`src/rtl/rvde_pkg.sv`:
```
`default_nettype none
package rvde_pkg;

   localparam int IMEM_BYTES = 4096;
   localparam int DMEM_BYTES = 4096;
   localparam int IMEM_AW = $clog2(IMEM_BYTES);
   localparam int DMEM_AW = $clog2(DMEM_BYTES);
   localparam int IMEM_WAW = IMEM_AW - 2;
   localparam int DMEM_WAW = DMEM_AW - 2;
   localparam int IMEM_WORDS = IMEM_BYTES / 4;
   localparam int DMEM_WORDS = DMEM_BYTES / 4;
   localparam int CLR_WAW = (IMEM_WAW > DMEM_WAW) ? IMEM_WAW : DMEM_WAW;

   localparam logic [3:0] REGION_IMEM = 4'h0;
   localparam logic [3:0] REGION_DMEM = 4'h1;

   localparam logic [6:0] OPC_LUI    = 7'h37;
   localparam logic [6:0] OPC_AUIPC  = 7'h17;
   localparam logic [6:0] OPC_JAL    = 7'h6f;
   localparam logic [6:0] OPC_JALR   = 7'h67;
   localparam logic [6:0] OPC_BRANCH = 7'h63;
   localparam logic [6:0] OPC_LOAD   = 7'h03;
   localparam logic [6:0] OPC_STORE  = 7'h23;
   localparam logic [6:0] OPC_OPIMM  = 7'h13;
   localparam logic [6:0] OPC_OP     = 7'h33;
   localparam logic [6:0] OPC_FENCE  = 7'h0f;
   localparam logic [6:0] OPC_SYSTEM = 7'h73;

   localparam logic [6:0] F7_ZERO = 7'h00;
   localparam logic [6:0] F7_ALT  = 7'h20;

   localparam logic [2:0] F3_BEQ  = 3'd0;
   localparam logic [2:0] F3_BNE  = 3'd1;
   localparam logic [2:0] F3_BLT  = 3'd4;
   localparam logic [2:0] F3_BGE  = 3'd5;
   localparam logic [2:0] F3_BLTU = 3'd6;
   localparam logic [2:0] F3_BGEU = 3'd7;

   localparam logic [2:0] F3_LB  = 3'd0;
   localparam logic [2:0] F3_LH  = 3'd1;
   localparam logic [2:0] F3_LW  = 3'd2;
   localparam logic [2:0] F3_LBU = 3'd4;
   localparam logic [2:0] F3_LHU = 3'd5;

   localparam logic [2:0] F3_ADD  = 3'd0;
   localparam logic [2:0] F3_SLL  = 3'd1;
   localparam logic [2:0] F3_SLT  = 3'd2;
   localparam logic [2:0] F3_SLTU = 3'd3;
   localparam logic [2:0] F3_XOR  = 3'd4;
   localparam logic [2:0] F3_SR   = 3'd5;
   localparam logic [2:0] F3_OR   = 3'd6;
   localparam logic [2:0] F3_AND  = 3'd7;

   localparam logic [1:0] SIZE_BYTE = 2'd0;
   localparam logic [1:0] SIZE_HALF = 2'd1;
   localparam logic [1:0] SIZE_WORD = 2'd2;

   typedef enum logic [3:0] {
      K_LUI, K_AUIPC, K_JAL, K_JALR, K_BRANCH, K_LOAD, K_STORE, K_ALU, K_NOP, K_ILLEGAL
   } kind_type;

   typedef enum logic [3:0] {
      ALU_ADD, ALU_SUB, ALU_SLL, ALU_SLT, ALU_SLTU, ALU_XOR, ALU_SRL, ALU_SRA, ALU_OR, ALU_AND
   } alu_op_type;

   typedef enum logic [1:0] {ST_READ, ST_EXEC, ST_LOAD} state_type;

   typedef struct packed {
      kind_type   kind;
      alu_op_type alu_op;
      logic       use_imm;
      logic [2:0] funct3;
      logic [4:0] rd;
      logic [4:0] rs1;
      logic [4:0] rs2;
      logic [31:0] imm;
   } decoded_type;

   typedef struct packed {
      logic        ren;
      logic [4:0]  raddr1;
      logic [4:0]  raddr2;
      logic        we;
      logic [4:0]  waddr;
      logic [31:0] wdata;
   } rf_req_type;

   typedef struct packed {
      logic        ren;
      logic        wen;
      logic [31:0] addr;
      logic [1:0]  size;
      logic [31:0] wdata;
   } mem_req_type;

   typedef struct packed {
      logic [31:0] instr_pc;
      logic [31:0] next_pc;
      logic        rd_write;
      logic [4:0]  rd_index;
      logic [31:0] rd_value;
      logic        store_valid;
      logic [31:0] store_address;
      logic [31:0] store_data;
      logic [1:0]  store_size;
      logic        illegal;
   } result_type;

endpackage
`default_nettype wire

```
`src/rtl/rvde_front.sv`:
```
`default_nettype none
module rvde_front
   import rvde_pkg::*;
(
   input  wire logic        clock,
   input  wire logic        reset,
   input  wire logic        push,
   input  wire logic [31:0] instruction,
   input  wire logic        hold,
   output logic             full,
   output logic             item_empty,
   output decoded_type      item,
   input  wire logic        item_pop
);

   decoded_type q_ff [2];
   logic        wptr_ff, wptr_in;
   logic        rptr_ff, rptr_in;
   logic [1:0]  count_ff, count_in;
   decoded_type dec;
   logic        accept;
   logic [6:0]  opc;
   logic [2:0]  f3;
   logic [6:0]  f7;
   logic [31:0] immi, imms, immb, immj, immu;

   always_comb begin
      opc  = instruction[6:0];
      f3   = instruction[14:12];
      f7   = instruction[31:25];
      immi = {{20{instruction[31]}}, instruction[31:20]};
      imms = {{20{instruction[31]}}, instruction[31:25], instruction[11:7]};
      immb = {{19{instruction[31]}}, instruction[31], instruction[7], instruction[30:25],
              instruction[11:8], 1'b0};
      immj = {{11{instruction[31]}}, instruction[31], instruction[19:12], instruction[20],
              instruction[30:21], 1'b0};
      immu = {instruction[31:12], 12'd0};
      dec.kind    = K_ILLEGAL;
      dec.alu_op  = ALU_ADD;
      dec.use_imm = 1'b1;
      dec.funct3  = f3;
      dec.rd      = instruction[11:7];
      dec.rs1     = instruction[19:15];
      dec.rs2     = instruction[24:20];
      dec.imm     = immi;
      unique case (opc)
         OPC_LUI: begin
            dec.kind = K_LUI;
            dec.imm  = immu;
         end
         OPC_AUIPC: begin
            dec.kind = K_AUIPC;
            dec.imm  = immu;
         end
         OPC_JAL: begin
            dec.kind = K_JAL;
            dec.imm  = immj;
         end
         OPC_JALR: begin
            dec.kind = (f3 == 3'd0) ? K_JALR : K_ILLEGAL;
         end
         OPC_BRANCH: begin
            dec.kind = (f3 == 3'd2 || f3 == 3'd3) ? K_ILLEGAL : K_BRANCH;
            dec.imm  = immb;
         end
         OPC_LOAD: begin
            dec.kind = (f3 == 3'd3 || f3 > 3'd5) ? K_ILLEGAL : K_LOAD;
         end
         OPC_STORE: begin
            dec.kind = (f3 > 3'd2) ? K_ILLEGAL : K_STORE;
            dec.imm  = imms;
         end
         OPC_OPIMM: begin
            dec.kind = K_ALU;
            unique case (f3)
               F3_ADD:  dec.alu_op = ALU_ADD;
               F3_SLT:  dec.alu_op = ALU_SLT;
               F3_SLTU: dec.alu_op = ALU_SLTU;
               F3_XOR:  dec.alu_op = ALU_XOR;
               F3_OR:   dec.alu_op = ALU_OR;
               F3_AND:  dec.alu_op = ALU_AND;
               F3_SLL: begin
                  dec.alu_op = ALU_SLL;
                  if (f7 != F7_ZERO) dec.kind = K_ILLEGAL;
               end
               default: begin
                  if (f7 == F7_ZERO) dec.alu_op = ALU_SRL;
                  else if (f7 == F7_ALT) dec.alu_op = ALU_SRA;
                  else dec.kind = K_ILLEGAL;
               end
            endcase
         end
         OPC_OP: begin
            dec.kind    = K_ALU;
            dec.use_imm = 1'b0;
            if (f7 == F7_ALT && f3 == F3_ADD) dec.alu_op = ALU_SUB;
            else if (f7 == F7_ALT && f3 == F3_SR) dec.alu_op = ALU_SRA;
            else if (f7 != F7_ZERO) dec.kind = K_ILLEGAL;
            else begin
               unique case (f3)
                  F3_ADD:  dec.alu_op = ALU_ADD;
                  F3_SLL:  dec.alu_op = ALU_SLL;
                  F3_SLT:  dec.alu_op = ALU_SLT;
                  F3_SLTU: dec.alu_op = ALU_SLTU;
                  F3_XOR:  dec.alu_op = ALU_XOR;
                  F3_SR:   dec.alu_op = ALU_SRL;
                  F3_OR:   dec.alu_op = ALU_OR;
                  default: dec.alu_op = ALU_AND;
               endcase
            end
         end
         OPC_FENCE, OPC_SYSTEM: begin
            dec.kind = K_NOP;
         end
         default: begin
            dec.kind = K_ILLEGAL;
         end
      endcase
   end

   assign full       = (count_ff == 2'd2) || hold;
   assign accept     = push && !full;
   assign item_empty = (count_ff == 2'd0);
   assign item       = q_ff[rptr_ff];

   always_comb begin
      wptr_in  = wptr_ff ^ accept;
      rptr_in  = rptr_ff ^ item_pop;
      count_in = count_ff + 2'(accept) - 2'(item_pop);
   end

   always_ff @(posedge clock) begin
      if (reset) begin
         wptr_ff  <= 1'b0;
         rptr_ff  <= 1'b0;
         count_ff <= 2'd0;
      end else begin
         wptr_ff  <= wptr_in;
         rptr_ff  <= rptr_in;
         count_ff <= count_in;
      end
   end

   always_ff @(posedge clock) begin
      if (accept) q_ff[wptr_ff] <= dec;
   end

endmodule
`default_nettype wire

```
`config.mk`:
```
export PLATFORM = sky130hd
export DESIGN_NAME = rvde_front
export DESIGN_NICKNAME = d
export VERILOG_FILES = /design/src/rtl/rvde_pkg.sv /design/src/rtl/rvde_front.sv
export SDC_FILE = /design/constraint.sdc
export NUM_CORES = 1
export LEC_CHECK = 0
export BUFFER_PORTS_ARGS = -buffer_cell sky130_fd_sc_hd__buf_4
export CORE_UTILIZATION = 40
export DETAILED_ROUTE_END_ITERATION = 10
export PLACE_DENSITY_LB_ADDON = 0.05
export SETUP_SLACK_MARGIN = 0.5
export SLEW_MARGIN = 20
export SYNTH_ARGS = -nofsm -noshare
export SYNTH_HDL_FRONTEND = slang
export SYNTH_SLANG_ARGS = --single-unit
```
`constraint.sdc`:
```
create_clock -name clock -period 2.6 [get_ports clock]
set_input_delay 0.13 -clock clock [delete_from_list [all_inputs] [get_ports clock]]
set_output_delay 0.13 -clock clock [all_outputs]
set_load 0.01 [all_outputs]
```
# Yosys cells after proc, flatten, opt, wreduce, memory -nomap -nowiden
# Memories as Yosys holds them, arrays and structs flattened. A register that Yosys moved wholly into a read port is not among the register bits.
# Index checks and enable logic that the tools add are counted.
classes:
  add_sub_neg: 2
  order_cmp: 2
  eq_ne: 20
  muxes: 24
  bitwise_logic: 2
  n_reduce_logical: 14
op_table:
  columns: ["cell", "n"]
  rows:
  - ["31-bit one-hot mux with 4 select lines", 1]
  - ["4-bit one-hot mux with 7 select lines", 2]
  - ["4-bit 2-to-1 mux", 12]
  - ["4-bit one-hot mux with 10 select lines", 1]
  - ["7-bit by 6-bit equality test with 1-bit output (second input constant)", 4]
  - ["7-bit equality test (second input constant)", 4]
  - ["4-bit one-hot mux with 2 select lines", 2]
  - ["7-bit by 5-bit equality test with 1-bit output (second input constant)", 2]
  - ["3-bit equality test (second input constant)", 4]
  - ["7-bit by 2-bit equality test with 1-bit output (second input constant)", 1]
  - ["7-bit by 4-bit equality test with 1-bit output (second input constant)", 1]
  - ["7-bit zero test", 1]
  - ["7-bit nonzero test", 1]
  - ["3-bit by 2-bit equality test with 1-bit output (second input constant)", 2]
  - ["3-bit 2-to-1 mux", 2]
  - ["6-bit OR reduction", 1]
  - ["1-bit 2-to-1 mux", 4]
  - ["2-bit OR reduction", 2]
  - ["3-bit by 1-bit equality test with 1-bit output (second input constant)", 1]
  - ["3-bit by 2-bit > comparator with 1-bit output (second input constant)", 1]
  - ["3-bit > comparator (second input constant)", 1]
  - ["1-bit logical AND", 3]
  - ["3-bit zero test", 1]
  - ["1-bit logical OR", 3]
  - ["6 further kinds", 7]
word_totals:
  ff_bits: 4
  mem_bits_rw: 118
  in_bits: 37
  out_inout_bits: 61
  word_cells: 68
  n_memories: 1
memory_table:
  columns: ["memory", "depth", "word_bits", "rd", "rd_ports_with_merged_regs", "write_ports", "line", "text"]
  rows:
  - ["q_ff", 2, 59, 1, 1, 1, "rvde_front.sv:16", "decoded_type q_ff [2];"]

# Logic depth before layout (Yosys ltp)
depth:
  ltp_word: 6
  depth_mapped: 9
  ltp_nobuf: 9

# Worst setup path before layout
# OpenSTA, ideal clock, no wires.
synth_path:
  kind: "register -> register"
  from: "reg count_ff[0]"
  to: "mem q_ff[1][0] in the netlist's numbering, enable pin"
  setup_ps: 423
  t_arrival_ps: 2126
  required_time_ps: 2177
  slack_ps: 50
  stages_incl_launch_ff: 6
  path_buffers: 0
  synth_period_minus_slack_ps: 2550
  path_cell_list: "dfxtp_1 > inv_1 > a21oi_1 > nand2_1 > inv_1 > ha_1"
synth_via:
  elab_chain_cells: 6
synth_lines:
  columns: ["element", "line", "text"]
  rows:
  - ["start, declared", "rvde_front.sv:19", "logic [1:0] count_ff, count_in;"]
  - ["start signal, assigned", "rvde_front.sv:140", "count_ff <= count_in;"]
  - ["2-bit equality test", "rvde_front.sv:121", "assign full = (count_ff == 2'd2) || hold;"]
  - ["1-bit logical OR", "rvde_front.sv:121", null]
  - ["1-bit zero test", "rvde_front.sv:122", "assign accept = push && !full;"]
  - ["1-bit logical AND", "rvde_front.sv:122", null]
  - ["1-bit 2-to-1 mux", "rvde_front.sv:145", "if (accept) q_ff[wptr_ff] <= dec;"]
  - ["1-bit 2-to-1 mux (implied by the code)", "rvde_front.sv:145", null]
  - ["end, declared", "rvde_front.sv:16", null]
# No other way between the ends.

==> impl_results.md <==
- TritonCTS sink count: 122
- Layout Skew: 0.00460 ns
- DRC viols: 0
- Post-Route Utilization: 54.6%
- Synthesis warning total: 0
- Router iterations before antenna repair: 4
- DRT antenna net count: 0
- Routed WL: 10,700 microns
- Placer's final routability congestion estimate: 0.739
- Buffers on Ports: 97
- Relative slew slack: 42.3%
- Status: complete, no violations
- DIE HEIGHT: 118 microns
- Synth Cell Area: 5350 sq um
- Main synth FF type: edfxtp_1
- Worst path arrival time: 1.79 ns
- Fraction of layout cells with a size suffix above 1: 42.3%
- Crit. End Element: primary output
- Netlist cell types: 53
- Initial antenna violation count: 0
- Worst Hold Class: in2reg
- Final Cycle Share: 74.0%
- First-pass GRT wire length: 17,200 microns
- Most frequent cells in the layout: 118 x edfxtp_1, 98 x buf_4, 60 x mux2_2
- Fin Setup TNS: 0 ns
- Cts bufs inserted: 17
- DRC marker count from the first detailed-route iteration: 226
- Layout fillers: 1,104
- Largest net degree at the start of global routing: 60
- Final setup vio count: 0
- Hold_sp: instruction[12]
- Max frequency: 520 MHz
- Initial Utilization: 41.7%
- Pwr/cell area: 733 nW/um^2
- Actual slew at the worst max-slew pin: 0.863 ns
- Synthesized area per cell: 15.4 sq um
- Synth async-reset ratio: 0%
- Crit-path max cell delay: 0.49 ns
- Antenna diodes: 0
- Syn-to-layout area delta: 30.9%
- Post-CTS Setup Bufs: 0
- Critical path peak fanout: 45
- Most common cell after layout, fill and taps aside: edfxtp_1
- CTS HTree Levels: 4
- Reg area: 3630 sq um
- Gr usage total: 16.5%
- Final min period: 1.92 ns
- # IOs: 98
- Post-synth EDFFs: 118
- Maximum vdd drop: 375 uV
- WHS: 0.0354 ns
- Worst reg2reg path startpoint: count_ff[0]
- Row count: 41
- Gr ovfl total: 0
- Seq/Total Area, Yosys: 67.8%
- CTS tree: yes
- Final hold violations: 0
- Hpwl dp: 6620 microns
- Vias in the first global route: 3,300
- Slew Viols, Final: 0
- Fin nets: 506
- Leakage: 2.63 nW
- CP Launch Type: flip-flop
- Die W: 118 microns
- Clock insertion delay at the later pin of the skew report: 0.41 ns
- Routed len/inst: 16.4 microns
- Max-Cap Viols: 0
- Critical setup path kind: reg2out
- Core ar.: 12,800 sq um
- Multi-input logic area: 1600 sq um
- Critical path origin: rptr_ff
- Clk slew on worst S/H paths: 0.05 ns
- Unrepaired setup endpoints after global routing: no
- Syn Nets: 388
- Via-per-instance ratio: 4.98
- Critical path required time: 2.47 ns
- Clock Tree Root: clkbuf_16
- Vias: 3,234
- Seq cells post-synth: 122
- Mapped Cells: 347
- Die area: 13,800 sq um
- Slowest cell on crit path: dfxtp_4
- CTS max path bufs: 2
- CP Cell Sequence: buf_12 > mux2_2 > buf_4
-- registers in the layout, summed over array words and instances (netlist names) --
| signal | count |
|---|---|
| count_ff | 2 |
| q_ff | 118 |
| wptr_ff | 1 |
| rptr_ff | 1 |
-- cell families (layout without fill, tap and decap cells) --
| logic type | count (synthesis) | after routing | synth area share, % |
|---|---|---|---|
| buffers and inverters | 27 | 158 | 2.32 |
| muxes | 61 | 61 | 12.8 |
| xor gates and xnor gates | 4 | 4 | 0.655 |
| AOI/OAI and AO/OA | 60 | 60 | 8.03 |
| adders and majority gates | 4 | 4 | 0.936 |
| and+or+nand+nor | 69 | 69 | 7.47 |
| DFF | 122 | 122 | 67.8 |
-- path summary, 6_finish.rpt --
path | to | slack (ns) | depth (start not counted)
max reg2reg | q_ff[1][24] | 0.79 | 6
min reg2reg | count_ff[1] | 0.56 | 2
max | item[11] | 0.68 | 3
min | q_ff[0][47] | 0.04 | 1
-- power breakdown --
group | internal [mW] | switching (mW) | leakage (nW)
logic | 0.357 | 0.336 | 1.26
clock network | 1.33 | 0.774 | 0.265
registers | 2.29 | 0.0366 | 1.11
total | 3.98 | 1.15 | 2.63
-- cell usage after synthesis, drive strengths merged (3+ instances only) --
| cell type | n | share of area (%) |
|---|---|---|
| clkbuf | 6 | 0.42 |
| dfxtp | 4 | 1.5 |
| and3b | 3 | 0.49 |
| inv | 7 | 0.49 |
| a21oi | 9 | 0.91 |
| o21a | 3 | 0.42 |
| nand2 | 14 | 0.98 |
| buf | 14 | 1.4 |
| a21o | 19 | 2.7 |
| nor2 | 19 | 1.5 |
| nor2b | 11 | 1.3 |
| nand3 | 6 | 0.66 |
| nand2b | 3 | 0.40 |
| a22o | 4 | 0.66 |
| edfxtp | 118 | 66 |
| o21ai | 9 | 0.84 |
| ha | 4 | 0.94 |
| mux2 | 60 | 13 |
-- layer usage --
metal / track usage, % / up-vias / part of all wire (%)
met5: 0 / - / 0
met1: 20.9 / 1577 / 45
met2: 26.1 / 84 / 48
li1: - / 1562 / -
met3: 5.81 / 11 / 5.5
met4: 5.77 / 0 / 1.3
-- final cells by class --
cell class | instances | share of cell area (%)
clock inverters | 7 | 0.608
inverters | 7 | 0.376
flip-flops and latches | 122 | 51.8
clock buffers | 25 | 7.22
multi-input cells | 198 | 22.9
well taps | 172 | 3.08
repair buffers | 119 | 13.9
-- timing repair --
item	4_1_cts	5_1_grt
setup endpoints to repair	1	0
gates resized for setup	1	0
endpoints found under the hold margin	36	0
hold buffers	18	0
-- through the flow --
step / power [mW] / cells / setup WS, ns / area, sq um
global placement: 3.04 / 600 / 0.827 / 6270
finish: 5.13 / 650 / 0.675 / 7000
floorplan: 2.73 / 347 / 0.0503 / 5350
global route: 5.34 / 650 / 0.607 / 7000
detailed placement: 3.05 / 600 / 0.796 / 6270
CTS: 5.19 / 650 / 0.630 / 7000
-- critical path, delay by kind of cell (launching register included) --
kind	cells	cell delay, ns
buf+inv	2	0.45
flops	1	0.49
mux	1	0.41
Power figures use the tool's default switching activity.
